<file path="config.mk">
export PLATFORM = sky130hd
export DESIGN_NAME = framed_decimal_list_parser
export DESIGN_NICKNAME = d
export VERILOG_FILES = /design/src/rtl/core/fdlp_pkg.sv /design/src/rtl/core/fdlp_store.sv /design/src/rtl/core/fdlp_parser.sv /design/src/rtl/core/fdlp_readout.sv /design/src/rtl/core/framed_decimal_list_parser.sv
export SDC_FILE = /design/constraint.sdc
export NUM_CORES = 1
export LEC_CHECK = 0
export BUFFER_PORTS_ARGS = -buffer_cell sky130_fd_sc_hd__buf_2
export CAP_MARGIN = 20
export CORE_AREA = 2 2 197 141
export CTS_CLUSTER_DIAMETER = 40
export DETAILED_ROUTE_END_ITERATION = 6
export DIE_AREA = 0 0 199 143
export PLACE_DENSITY_LB_ADDON = 0.08
export SLEW_MARGIN = 15
export SYNTH_ARGS = -nofsm -noshare
export SYNTH_HDL_FRONTEND = slang
export SYNTH_SLANG_ARGS = --single-unit
</file>
<file path="constraint.sdc">
create_clock -name clk -period 9.7 [get_ports clk]
set_input_delay 1.455 -clock clk [delete_from_list [all_inputs] [get_ports clk]]
set_output_delay 1.455 -clock clk [all_outputs]
set_load 0.005 [all_outputs]
</file>
<file path="src/rtl/core/fdlp_pkg.sv">
`default_nettype none

package fdlp_pkg;

    // Fixed character codes and limits
    localparam logic [7:0]  CH_NEWLINE  = 8'd10;
    localparam logic [7:0]  CH_STOP     = 8'd115;
    localparam logic [7:0]  CH_ZERO     = 8'd48;
    localparam logic [7:0]  DIGIT_BELOW = 8'd47;
    localparam logic [7:0]  DIGIT_ABOVE = 8'd58;
    localparam logic [15:0] VALUE_CAP   = 16'd65535;

    // Configuration reset values
    localparam logic [7:0] RST_EXPECTED_TAG   = 8'd83;
    localparam logic [7:0] RST_START_CHAR     = 8'd60;
    localparam logic [7:0] RST_END_CHAR       = 8'd62;
    localparam logic [7:0] RST_SEPARATOR_CHAR = 8'd44;

    typedef enum logic [1:0] {
        REG_EXPECTED_TAG   = 2'd0,
        REG_START_CHAR     = 2'd1,
        REG_END_CHAR       = 2'd2,
        REG_SEPARATOR_CHAR = 2'd3
    } cfg_reg_t;

    typedef enum logic [1:0] {
        PH_TAG    = 2'd0,
        PH_SEP    = 2'd1,
        PH_VALUES = 2'd2
    } phase_t;

    typedef enum logic [1:0] {
        KIND_NONE   = 2'd0,
        KIND_VALUES = 2'd1,
        KIND_STOP   = 2'd2,
        KIND_OTHER  = 2'd3
    } kind_t;

    typedef enum logic [1:0] {
        RO_IDLE = 2'd0,
        RO_READ = 2'd1,
        RO_SHOW = 2'd2
    } ro_state_t;

    typedef struct packed {
        logic        clamped;
        logic [15:0] value;
    } store_word_t;

    typedef struct packed {
        logic go_values;
        logic go_stop;
        logic overflow;
    } ro_req_t;

    typedef struct packed {
        logic [7:0] expected_tag;
        logic [7:0] start_char;
        logic [7:0] end_char;
        logic [7:0] separator_char;
    } cfg_t;

endpackage

`default_nettype wire

</file>
<file path="src/rtl/core/fdlp_store.sv">
`default_nettype none

// Value store: one write port, one read port, registered read data.
module fdlp_store
    import fdlp_pkg::*;
#(
    parameter int MAX_VALUES = 8,
    localparam int AW = (MAX_VALUES > 1) ? $clog2(MAX_VALUES) : 1
)
(
    input  wire logic        clk,
    input  wire logic        wr_en,
    input  wire logic [AW-1:0] wr_addr,
    input  wire store_word_t wr_data,
    input  wire logic        rd_en,
    input  wire logic [AW-1:0] rd_addr,
    output store_word_t      rd_data
);

    store_word_t mem [MAX_VALUES];
    store_word_t rd_data_reg;

    always_ff @(posedge clk)
    begin
        if (wr_en)
        begin
            mem[wr_addr] <= wr_data;
        end
        if (rd_en)
        begin
            rd_data_reg <= mem[rd_addr];
        end
    end

    assign rd_data = rd_data_reg;

endmodule

`default_nettype wire

</file>
<file path="src/rtl/core/fdlp_parser.sv">
`default_nettype none

// Byte-level frame parser: tracks the frame, builds values, writes them to the store.
module fdlp_parser
    import fdlp_pkg::*;
#(
    parameter int MAX_FRAME_LEN = 64,
    parameter int MAX_VALUES    = 8,
    localparam int AW = (MAX_VALUES > 1) ? $clog2(MAX_VALUES) : 1,
    localparam int CW = $clog2(MAX_VALUES + 1),
    localparam int LW = $clog2(MAX_FRAME_LEN + 1)
)
(
    input  wire logic        clk,
    input  wire logic        rst_n,
    input  wire logic        byte_ok,
    input  wire logic [7:0]  rx_byte,
    input  wire cfg_t        cfg,
    output logic             wr_en,
    output logic [AW-1:0]    wr_addr,
    output store_word_t      wr_data,
    output ro_req_t          req,
    output logic [CW-1:0]    req_count
);

    logic          in_frame_reg, in_frame_next;
    logic [LW-1:0] len_reg, len_next;
    phase_t        phase_reg, phase_next;
    kind_t         kind_reg, kind_next;
    logic [15:0]   acc_reg, acc_next;
    logic          cur_clamp_reg, cur_clamp_next;
    logic [CW-1:0] count_reg, count_next;
    logic          ovf_reg, ovf_next;

    // Byte decode
    logic          ev_start, ev_body, ev_end, ev_value_end, ev_digit, ev_sep;
    logic          len_full, is_digit, store_room;
    logic [19:0]   acc_wide;
    logic [3:0]    digit;

    always_comb
    begin
        len_full     = (len_reg >= LW'(MAX_FRAME_LEN));
        is_digit     = (rx_byte > DIGIT_BELOW) && (rx_byte < DIGIT_ABOVE);
        store_room   = (count_reg < CW'(MAX_VALUES));
        digit        = 4'(rx_byte - CH_ZERO);
        acc_wide     = 20'({acc_reg, 3'b000}) + 20'({acc_reg, 1'b0}) + 20'(digit);
        ev_start     = byte_ok && !in_frame_reg && (rx_byte == cfg.start_char);
        ev_body      = byte_ok && in_frame_reg && !len_full && (rx_byte != CH_NEWLINE);
        ev_end       = ev_body && (rx_byte == cfg.end_char);
        ev_value_end = ev_end && (kind_reg == KIND_VALUES) && (phase_reg == PH_VALUES);
        ev_digit     = ev_body && !ev_end && (phase_reg == PH_VALUES)
                       && (kind_reg == KIND_VALUES) && is_digit;
        ev_sep       = ev_body && !ev_end && (phase_reg == PH_VALUES)
                       && (kind_reg == KIND_VALUES) && !is_digit
                       && (rx_byte == cfg.separator_char);
    end

    // Next state
    always_comb
    begin
        in_frame_next  = in_frame_reg;
        len_next       = len_reg;
        phase_next     = phase_reg;
        kind_next      = kind_reg;
        acc_next       = acc_reg;
        cur_clamp_next = cur_clamp_reg;
        count_next     = count_reg;
        ovf_next       = ovf_reg;
        if (ev_start)
        begin
            in_frame_next  = 1'b1;
            len_next       = LW'(1);
            phase_next     = PH_TAG;
            kind_next      = KIND_NONE;
            acc_next       = '0;
            cur_clamp_next = 1'b0;
            count_next     = '0;
            ovf_next       = 1'b0;
        end
        else if (byte_ok && in_frame_reg)
        begin
            if (!len_full)
            begin
                len_next = len_reg + LW'(1);
            end
            if (!ev_body || ev_end)
            begin
                // newline, end marker or length limit: drop out of the frame
                in_frame_next = 1'b0;
            end
            else
            begin
                unique case (phase_reg)
                    PH_TAG:
                    begin
                        if (rx_byte == cfg.expected_tag)
                        begin
                            kind_next  = KIND_VALUES;
                            phase_next = PH_SEP;
                        end
                        else if (rx_byte == CH_STOP)
                        begin
                            kind_next  = KIND_STOP;
                            phase_next = PH_VALUES;
                        end
                        else
                        begin
                            kind_next  = KIND_OTHER;
                            phase_next = PH_VALUES;
                        end
                    end
                    PH_SEP:
                    begin
                        phase_next = PH_VALUES;
                    end
                    default:
                    begin
                    end
                endcase
            end
            if (ev_digit)
            begin
                if (acc_wide > 20'(VALUE_CAP))
                begin
                    acc_next       = VALUE_CAP;
                    cur_clamp_next = 1'b1;
                end
                else
                begin
                    acc_next = acc_wide[15:0];
                end
            end
            if (ev_sep || ev_value_end)
            begin
                acc_next       = '0;
                cur_clamp_next = 1'b0;
                if (store_room)
                begin
                    count_next = count_reg + CW'(1);
                end
                else
                begin
                    ovf_next = 1'b1;
                end
            end
        end
    end

    // Outputs
    always_comb
    begin
        wr_en           = (ev_sep || ev_value_end) && store_room;
        wr_addr         = AW'(count_reg);
        wr_data.clamped = cur_clamp_reg;
        wr_data.value   = acc_reg;
        req.go_values   = ev_value_end;
        req.go_stop     = ev_end && (kind_reg == KIND_STOP);
        req.overflow    = ovf_next;
        req_count       = count_next;
    end

    always_ff @(posedge clk or negedge rst_n)
    begin
        if (!rst_n)
        begin
            in_frame_reg  <= 1'b0;
            len_reg       <= '0;
            phase_reg     <= PH_TAG;
            kind_reg      <= KIND_NONE;
            acc_reg       <= '0;
            cur_clamp_reg <= 1'b0;
            count_reg     <= '0;
            ovf_reg       <= 1'b0;
        end
        else
        begin
            in_frame_reg  <= in_frame_next;
            len_reg       <= len_next;
            phase_reg     <= phase_next;
            kind_reg      <= kind_next;
            acc_reg       <= acc_next;
            cur_clamp_reg <= cur_clamp_next;
            count_reg     <= count_next;
            ovf_reg       <= ovf_next;
        end
    end

endmodule

`default_nettype wire

</file>
<file path="src/rtl/core/fdlp_readout.sv">
`default_nettype none

// Readout sequencer: after an end marker, walks the store (or gives one stop result) and presents one result at a time.
module fdlp_readout
    import fdlp_pkg::*;
#(
    parameter int MAX_VALUES = 8,
    localparam int AW = (MAX_VALUES > 1) ? $clog2(MAX_VALUES) : 1,
    localparam int CW = $clog2(MAX_VALUES + 1)
)
(
    input  wire logic        clk,
    input  wire logic        rst_n,
    input  wire ro_req_t     req,
    input  wire logic [CW-1:0] req_count,
    input  wire store_word_t rd_data,
    input  wire logic        out_stall,
    output logic             rd_en,
    output logic [AW-1:0]    rd_addr,
    output logic             busy,
    output logic             out_valid,
    output logic [15:0]      value,
    output logic [2:0]       value_index,
    output logic             last,
    output logic             stop_frame,
    output logic             clamped,
    output logic             values_dropped
);

    ro_state_t     state_reg, state_next;
    logic [CW-1:0] idx_reg, idx_next;
    logic [CW-1:0] count_reg, count_next;
    logic          ovf_reg, ovf_next;
    logic          stop_reg, stop_next;
    logic          is_last;

    assign is_last = stop_reg || ((idx_reg + CW'(1)) == count_reg);

    // Next state
    always_comb
    begin
        state_next = state_reg;
        idx_next   = idx_reg;
        count_next = count_reg;
        ovf_next   = ovf_reg;
        stop_next  = stop_reg;
        unique case (state_reg)
            RO_IDLE:
            begin
                if (req.go_values)
                begin
                    state_next = RO_READ;
                    idx_next   = '0;
                    count_next = req_count;
                    ovf_next   = req.overflow;
                    stop_next  = 1'b0;
                end
                else if (req.go_stop)
                begin
                    state_next = RO_SHOW;
                    idx_next   = '0;
                    stop_next  = 1'b1;
                end
            end
            RO_READ:
            begin
                state_next = RO_SHOW;
            end
            RO_SHOW:
            begin
                if (!out_stall)
                begin
                    if (is_last)
                    begin
                        state_next = RO_IDLE;
                    end
                    else
                    begin
                        state_next = RO_READ;
                        idx_next   = idx_reg + CW'(1);
                    end
                end
            end
            default:
            begin
                state_next = RO_IDLE;
            end
        endcase
    end

    // Outputs
    always_comb
    begin
        rd_en          = (state_reg == RO_READ);
        rd_addr        = AW'(idx_reg);
        busy           = (state_reg != RO_IDLE);
        out_valid      = (state_reg == RO_SHOW);
        value          = stop_reg ? '0 : rd_data.value;
        value_index    = 3'(idx_reg);
        last           = is_last;
        stop_frame     = stop_reg;
        clamped        = !stop_reg && rd_data.clamped;
        values_dropped = !stop_reg && ovf_reg;
    end

    always_ff @(posedge clk or negedge rst_n)
    begin
        if (!rst_n)
        begin
            state_reg <= RO_IDLE;
            idx_reg   <= '0;
            count_reg <= '0;
            ovf_reg   <= 1'b0;
            stop_reg  <= 1'b0;
        end
        else
        begin
            state_reg <= state_next;
            idx_reg   <= idx_next;
            count_reg <= count_next;
            ovf_reg   <= ovf_next;
            stop_reg  <= stop_next;
        end
    end

endmodule

`default_nettype wire

</file>
<file path="src/rtl/core/framed_decimal_list_parser.sv">
`default_nettype none

// Framed decimal list parser. Feed received serial bytes on rx_byte; frames look like
// start_char, tag, one skipped byte, comma-style separated decimal numbers, end_char.
// A frame tagged with expected_tag stores up to MAX_VALUES values in a small
// synchronous store; at its end marker they come out in order, the final one with
// last set. Values above 65535 are held at 65535 and flagged clamped; values that do
// not fit the store are dropped and values_dropped is set on every result of that
// frame. A frame tagged 's', if that is not expected_tag, gives one stop_frame result.
// Any other tag, a newline, or a frame longer than MAX_FRAME_LEN bytes gives nothing.
// Rate: one byte per cycle while no results are pending. An end marker that releases
// results raises in_stall until the last result is taken: each stored value is read
// from the store, then shown until out_stall is low; a stop result is only shown.
// Write configuration registers only while the block is idle.
module framed_decimal_list_parser
    import fdlp_pkg::*;
#(
    parameter int MAX_FRAME_LEN = 64,
    parameter int MAX_VALUES    = 8
)
(
    input  wire logic        clk,
    input  wire logic        rst_n,

    // configuration write port
    input  wire logic        cfg_we,
    input  wire logic [1:0]  cfg_index,
    input  wire logic [7:0]  cfg_data,

    // byte request channel
    input  wire logic        in_valid,
    output logic             in_stall,
    input  wire logic [7:0]  rx_byte,

    // result request channel
    output logic             out_valid,
    input  wire logic        out_stall,
    output logic [15:0]      value,
    output logic [2:0]       value_index,
    output logic             last,
    output logic             stop_frame,
    output logic             clamped,
    output logic             values_dropped
);

    localparam int AW = (MAX_VALUES > 1) ? $clog2(MAX_VALUES) : 1;
    localparam int CW = $clog2(MAX_VALUES + 1);

    cfg_t          cfg_reg, cfg_next;
    logic          busy;
    logic          byte_ok;
    logic          wr_en;
    logic [AW-1:0] wr_addr;
    store_word_t   wr_data;
    logic          rd_en;
    logic [AW-1:0] rd_addr;
    store_word_t   rd_data;
    ro_req_t       req;
    logic [CW-1:0] req_count;

    // Configuration registers: decode the index and update the one addressed.
    always_comb
    begin
        cfg_next = cfg_reg;
        if (cfg_we)
        begin
            unique case (cfg_reg_t'(cfg_index))
                REG_EXPECTED_TAG:   cfg_next.expected_tag   = cfg_data;
                REG_START_CHAR:     cfg_next.start_char     = cfg_data;
                REG_END_CHAR:       cfg_next.end_char       = cfg_data;
                REG_SEPARATOR_CHAR: cfg_next.separator_char = cfg_data;
                default:            cfg_next = cfg_reg;
            endcase
        end
    end

    always_ff @(posedge clk or negedge rst_n)
    begin
        if (!rst_n)
        begin
            cfg_reg.expected_tag   <= RST_EXPECTED_TAG;
            cfg_reg.start_char     <= RST_START_CHAR;
            cfg_reg.end_char       <= RST_END_CHAR;
            cfg_reg.separator_char <= RST_SEPARATOR_CHAR;
        end
        else
        begin
            cfg_reg <= cfg_next;
        end
    end

    // Hold off new bytes while the readout walks the store or a result waits.
    assign in_stall = busy;
    assign byte_ok  = in_valid && !busy;

    fdlp_parser #(
        .MAX_FRAME_LEN (MAX_FRAME_LEN),
        .MAX_VALUES    (MAX_VALUES)
    ) u_parser (
        .clk       (clk),
        .rst_n     (rst_n),
        .byte_ok   (byte_ok),
        .rx_byte   (rx_byte),
        .cfg       (cfg_reg),
        .wr_en     (wr_en),
        .wr_addr   (wr_addr),
        .wr_data   (wr_data),
        .req       (req),
        .req_count (req_count)
    );

    fdlp_store #(
        .MAX_VALUES (MAX_VALUES)
    ) u_store (
        .clk     (clk),
        .wr_en   (wr_en),
        .wr_addr (wr_addr),
        .wr_data (wr_data),
        .rd_en   (rd_en),
        .rd_addr (rd_addr),
        .rd_data (rd_data)
    );

    // The store's read register doubles as the output register: it only
    // advances on a read, so a stalled result holds.
    fdlp_readout #(
        .MAX_VALUES (MAX_VALUES)
    ) u_readout (
        .clk            (clk),
        .rst_n          (rst_n),
        .req            (req),
        .req_count      (req_count),
        .rd_data        (rd_data),
        .out_stall      (out_stall),
        .rd_en          (rd_en),
        .rd_addr        (rd_addr),
        .busy           (busy),
        .out_valid      (out_valid),
        .value          (value),
        .value_index    (value_index),
        .last           (last),
        .stop_frame     (stop_frame),
        .clamped        (clamped),
        .values_dropped (values_dropped)
    );

endmodule

`default_nettype wire

</file>
======== Word level (Yosys, flattened, before mapping) ========
Memories as Yosys holds them, arrays and structs flattened. A register that Yosys moved wholly into a read port is not among the register bits.
Cells that the tools add are included.
cells by class
  magnitude comparators ................... 5
  muxes and demuxes ....................... 50
  $add $sub $neg .......................... 6
  equal/unequal tests ..................... 21
  reductions and logical operators ........ 56
operator list
  operator              number
  $mux 16               6
  $eq 8x8->1            4
  $mux 4                8
  $mux 2                12
  $mux 7                3
  $add 19x17->20        1
  $add 20x4->20         1
  $gt 20x16->1 const B  1
  $logic_and 1x1->1     20
  $reduce_and 2->1      10
  $mux 1                18
  $reduce_bool 2->1     6
  $eq 2x2->1 const B    5
  $reduce_and 3->1      3
  $reduce_bool 3->1     3
  $add 4x1->4 const B   2
  $eq 2x1->1 const B    4
  $eq 8x7->1 const B    1
  $gt 8x6->1 const B    1
  $lt 8x6->1 const B    1
  $ne 8x4->1 const B    1
  $pmux 4 s2            1
  $add 7x1->7 const B   1
  $ge 7x7->1 const B    1
  12 further kinds      24
storage, ports and cells
  bits in writable memories ............... 136
  memories ................................ 1
  bits in registers ....................... 78
  input port bits ......................... 23
memory list
  memory       words  width  rd ports  clocked after Yosys merged registers in  wr ports  line              text
  u_store.mem  8      17     1         1                                        1         fdlp_store.sv:20  store_word_t mem [MAX_VALUES];

======== Depth between registers and ports, before layout ========
  depth after elaboration ................. 17
  gate-level depth with buffers ........... 11
  mapped depth without buffers ............ 10

======== Hierarchy ========
A second synthesis with hierarchy kept.
unflattened totals
  cell total of the unflattened synthesis .. 698
  area, all modules ....................... 10822.9 µm²
by module, submodules not included
  module                      cells an instance  times used  sequential area each (µm²)  area each (µm²)
  fdlp_store                  227                1           4594.4                      5769.3
  fdlp_parser                 314                1           850.8                       2994.1
  framed_decimal_list_parser  69                 1           820.8                       1238.7
  fdlp_readout                88                 1           300.3                       820.8

======== Least setup slack after synthesis ========
OpenSTA, ideal clock, no wires.
  path kind ............................... input -> register
  start point ............................. input port rx_byte[6]
  end point ............................... memory u_store.mem[4][0] (netlist name) (enable)
  setup time .............................. 0.441 ns
  slack ................................... 4.689 ns
  arrival ................................. 4.569 ns
  stages on the path ...................... 7
  cell sequence ........................... clkbuf_1 nor4b_1 a2111oi_4 nand2b_4 a21oi_4 nand2_2 nor4b_1
between the ends
  word-level cells in the longest chain between the ends .. 13
  elaborated cells between the ends (all ways) .. 21
  classes of those cells .................. 2 x order compare; 3 x eq/ne; 2 x mux; 14 x reduce/logical
RTL lines
  item                                                                line                              text
  start: declaration                                                  framed_decimal_list_parser.sv:33  input wire logic [7:0] rx_byte,
  parallel branches: the longest is 9 deep, another holds $gt 8x6->1  --
  $logic_or 1x1->1 (*)                                                fdlp_parser.sv:153                wr_en = (ev_sep || ev_value_end) && store_room;
  $logic_and 1x1->1 (*)                                               fdlp_parser.sv:153
  $mux 1 (*)                                                          fdlp_store.sv:25                  if (wr_en)
  $mux 1 (implied by the code) (*)                                    fdlp_store.sv:27                  mem[wr_addr] <= wr_data;
  end: declaration                                                    fdlp_store.sv:20
Every way passes the cells marked *.

======== Final worst setup path ========
  start point ............................. input port rx_byte[3]
  end point ............................... register u_parser.acc_reg[14]
between the ends
  word-level cells in the longest chain between the ends .. 13
  elaborated cells between the ends (all ways) .. 32
  classes of those cells .................. 2 x add/sub; 3 x order compare; 4 x eq/ne; 5 x mux; 18 x reduce/logical
RTL lines
  item                                                                    line                text
  parallel branches: the longest is 13 deep, another holds $add 20x4->20  --
  end signal: assignment                                                  fdlp_parser.sv:182  acc_reg <= acc_next;
  end: declaration                                                        fdlp_parser.sv:30   logic [15:0] acc_reg, acc_next;
Parallel ways; which one is timed is not known. The select of a mux whose other input is x is not followed.
A chain may end at the register's enable or synchronous reset.

==> impl_metrics.json <==
{
  "wirelength_um": 23600,
  "finalCritPeriodShare_pct": 47.3,
  "seqPwrFrac_pct": 43.9,
  "whs_ns": 0.491,
  "netlist_area_um2": 10800,
  "fp.dieH_um": 143,
  "syn_nets": 810,
  "clock_sinks": 231,
  "largest_register_ff_count": 136,
  "final_antenna_net_count": 0,
  "end_kind": "register",
  "initial_core_util_pct": 40.6,
  "row_count": 50,
  "postCtsSetupRepairBufs": 0,
  "critical_path_class": "primary input to register",
  "holdCritStartpoint": "u_readout.ovf_reg",
  "switchingPower_uw": 740,
  "grt_overflow": 0,
  "hold_viol_final": 0,
  "drtPass1Iterations": 4,
  "numPortBuffers": 47,
  "max-vdd-ir-drop_uv": 139,
  "ys_async_sr_fraction_pct": 33.8,
  "syn_inst": 750,
  "pwr_density_cell_nw_per_um2": 218,
  "ys_seq_area_share_pct": 61.1,
  "ys_types": 67,
  "fin_tns_setup_ns": 0,
  "relSlewSlack_pct": 19.3,
  "insertion_delay_ns": 0.55,
  "synthFlopType": "edfxtp_1",
  "drv_cap": 0,
  "cts_tree": "built",
  "root_buffer": "clkbuf_16",
  "total_leakage_power_uw": 0.00505,
  "coreArea_um2": 26500,
  "antenna_found_initial": 0,
  "cts_htree_levels": 1,
  "slew_violations": 0,
  "yosys.area.top_type": "edfxtp_1",
  "clock_path_buffers": 3,
  "synthTopCellsByArea": "edfxtp_1 (43%), dfrtp_1 (14%), mux4_2 (7.1%)",
  "period_needed_ns": 4.59,
  "synth.avg_cell_area_um2": 14.3,
  "synth.top_cell.area_share_pct": 42.7,
  "routedWlPerCell_um": 19.9,
  "numCtsBuffers": 28,
  "cts_resized": 0,
  "pwr-share-comb_pct": 18.3,
  "setup_viol": 0,
  "clk_pin_slew_ns": 0.06,
  "antenna_cells": 0,
  "worst_slew_pin_slew_ns": 1.19,
  "grt_pass1_wl_um": 36700,
  "grt_max_degree": 79,
  "r2r-start": "u_parser.acc_reg[2]",
  "hp-class": "register to register",
  "skew_ns": 0.0298,
  "die_w_um": 199,
  "grt_usage_pct": 17.2,
  "routed-via-count": 6221,
  "drcViolationCount": 0,
  "cp.required_ns": 10.11,
  "synth-seq-cells": 231,
  "via_per_inst": 5.24,
  "syn2layout_area_growth_pct": 15.1,
  "p_int_uw": 1960,
  "cts-hold-fix-buffers": 0,
  "synth-edff-count": 153,
  "swShare_pct": 27.4,
  "rsz0062_at_grt": "no",
  "startpoint": "rx_byte[3]",
  "status": "completed",
  "ys.warnings.count": 0,
  "clkPwrFrac_pct": 37.8,
  "drive_above_1_share_pct": 25.5,
  "cp-start-kind": "primary input",
  "critPathArrivalTime_ns": 4.99,
  "dpl.hpwl_um": 15300,
  "grt_pass1_vias": 6290,
  "ioPinCount": 48,
  "drt_iter0_drc": 353,
  "gp_congestion": 0.769,
  "die_area_um2": 28500,
  "nets": 864,
  "path_max_fanout": 14,
  "fmax_ghz": 0.218
}
-- cells by family (layout without fill, tap and decap cells) --
logic type / count (synthesis) / in the layout / synth area share, %
AOI/OAI and AO/OA: 100 / 100 / 6.66
xor gates and xnor gates: 58 / 58 / 4.72
adders and majority gates: 37 / 37 / 4.44
buffers and inverters: 49 / 123 / 2.08
DFF: 231 / 231 / 61.1
muxes: 73 / 73 / 11.1
and+or+nand+nor: 202 / 202 / 9.90
-- cells in the mapped netlist, drive strengths merged (2+ instances only) --
master,count
mux2,33
dfstp,16
or2,2
or3,2
nand2,73
nor3b,4
nor4,8
nor2,27
nor2b,21
inv,13
edfxtp,153
a211oi,4
xnor2,17
o21a,3
o211ai,4
clkbuf,13
ha,35
dfrtp,62
fa,2
a31oi,5
and2,3
a21oi,25
buf,23
o31ai,2
nand3,21
nor4b,5
nor3,11
nand3b,7
or3b,2
a21o,8
o21ai,17
o22ai,3
a41oi,2
and3,3
mux4,34
a221o,3
nand2b,6
xor2,41
mux2i,6
nand4,3
a22o,13
-- power by group through the flow --
stage,Sequential [uW],Combinational (uW),Clock (uW)
final,1180,493,1020
after global routing,1190,546,1080
after CTS,1180,501,1040
after detailed placement,1200,500,0
after global placement,1200,492,0
after floorplan,1190,368,0
-- final timing paths --
kind / to / slack [ns] / cells past startpoint
max: u_parser.acc_reg[14] / 5.11 / 10
min: u_readout.ovf_reg / 0.49 / 2
max reg2reg: u_parser.acc_reg[14] / 5.62 / 9
min reg2reg: u_readout.ovf_reg / 0.49 / 2
max in group asynchronous: cfg_reg[25] / 8.26 / 2
min in group asynchronous: u_readout.state_reg[1] / 0.78 / 1
-- cell usage in the layout, fill, tap and decap left out, types with 6 or more instances in the layout --
master     Yosys  final
nand3_1       21     21
inv_1         12     12
nor2b_1       21     21
mux4_2        34     34
buf_2         11     46
xor2_1        41     41
a21oi_1       24     24
ha_1          35     35
buf_4          5     11
nor3_1        10      8
nand2_1       72     72
a22o_1        13     13
a21o_1         8      8
nor4_1         7      6
clkbuf_16      0     28
xnor2_1       17     17
o21ai_0       17     17
nor2_1        27     27
mux2i_1        6      6
dfstp_2       16     16
edfxtp_1     153    153
dfrtp_1       62     61
mux2_2        33     33
nand3b_1       7      7
-- worst max-delay path, cell delays in order --
cell and delay, ns:
buf_2 0.17, fa_1 0.55, fa_1 0.51, a211oi_1 0.32, o211ai_1 0.18, a31oi_1 0.31
mux2i_1 0.13, a221oi_2 0.87, a21boi_2 0.17, a221o_1 0.31
-- per-stage QoR --
stage	instances	util, %	cell area [um^2]	power (uW)	setup slack (ns)
after global placement	1135	43.1	11400	1690	4.63
after global routing	1188	46.8	12400	2820	4.92
after CTS	1185	46.6	12300	2730	5.08
after detailed placement	1135	43.1	11400	1700	4.53
final	1188	46.8	12400	2700	5.11
after floorplan	750	-	10800	1560	4.69
-- cell type report --
cell class                      count  area, um^2
Fill cell                        2310       14100
Sequential cell                   231        6570
Multi-Input combinational cell    470        4030
Clock buffer                       32         726
Tap cell                          364         455
Timing Repair Buffer               60         363
Clock inverter                     18         188
Inverter                           13        48.8
-- metal layers --
layer | GRT usage (%) | up-vias | routed length (um)
met5 | 0 | - | 0
met4 | 4.01 | 0 | 441
met3 | 2.46 | 35 | 739
met2 | 25.3 | 105 | 10100
met1 | 26.7 | 3140 | 12400
li1 | - | 2941 | -
(Power assumes the default switching activity.)
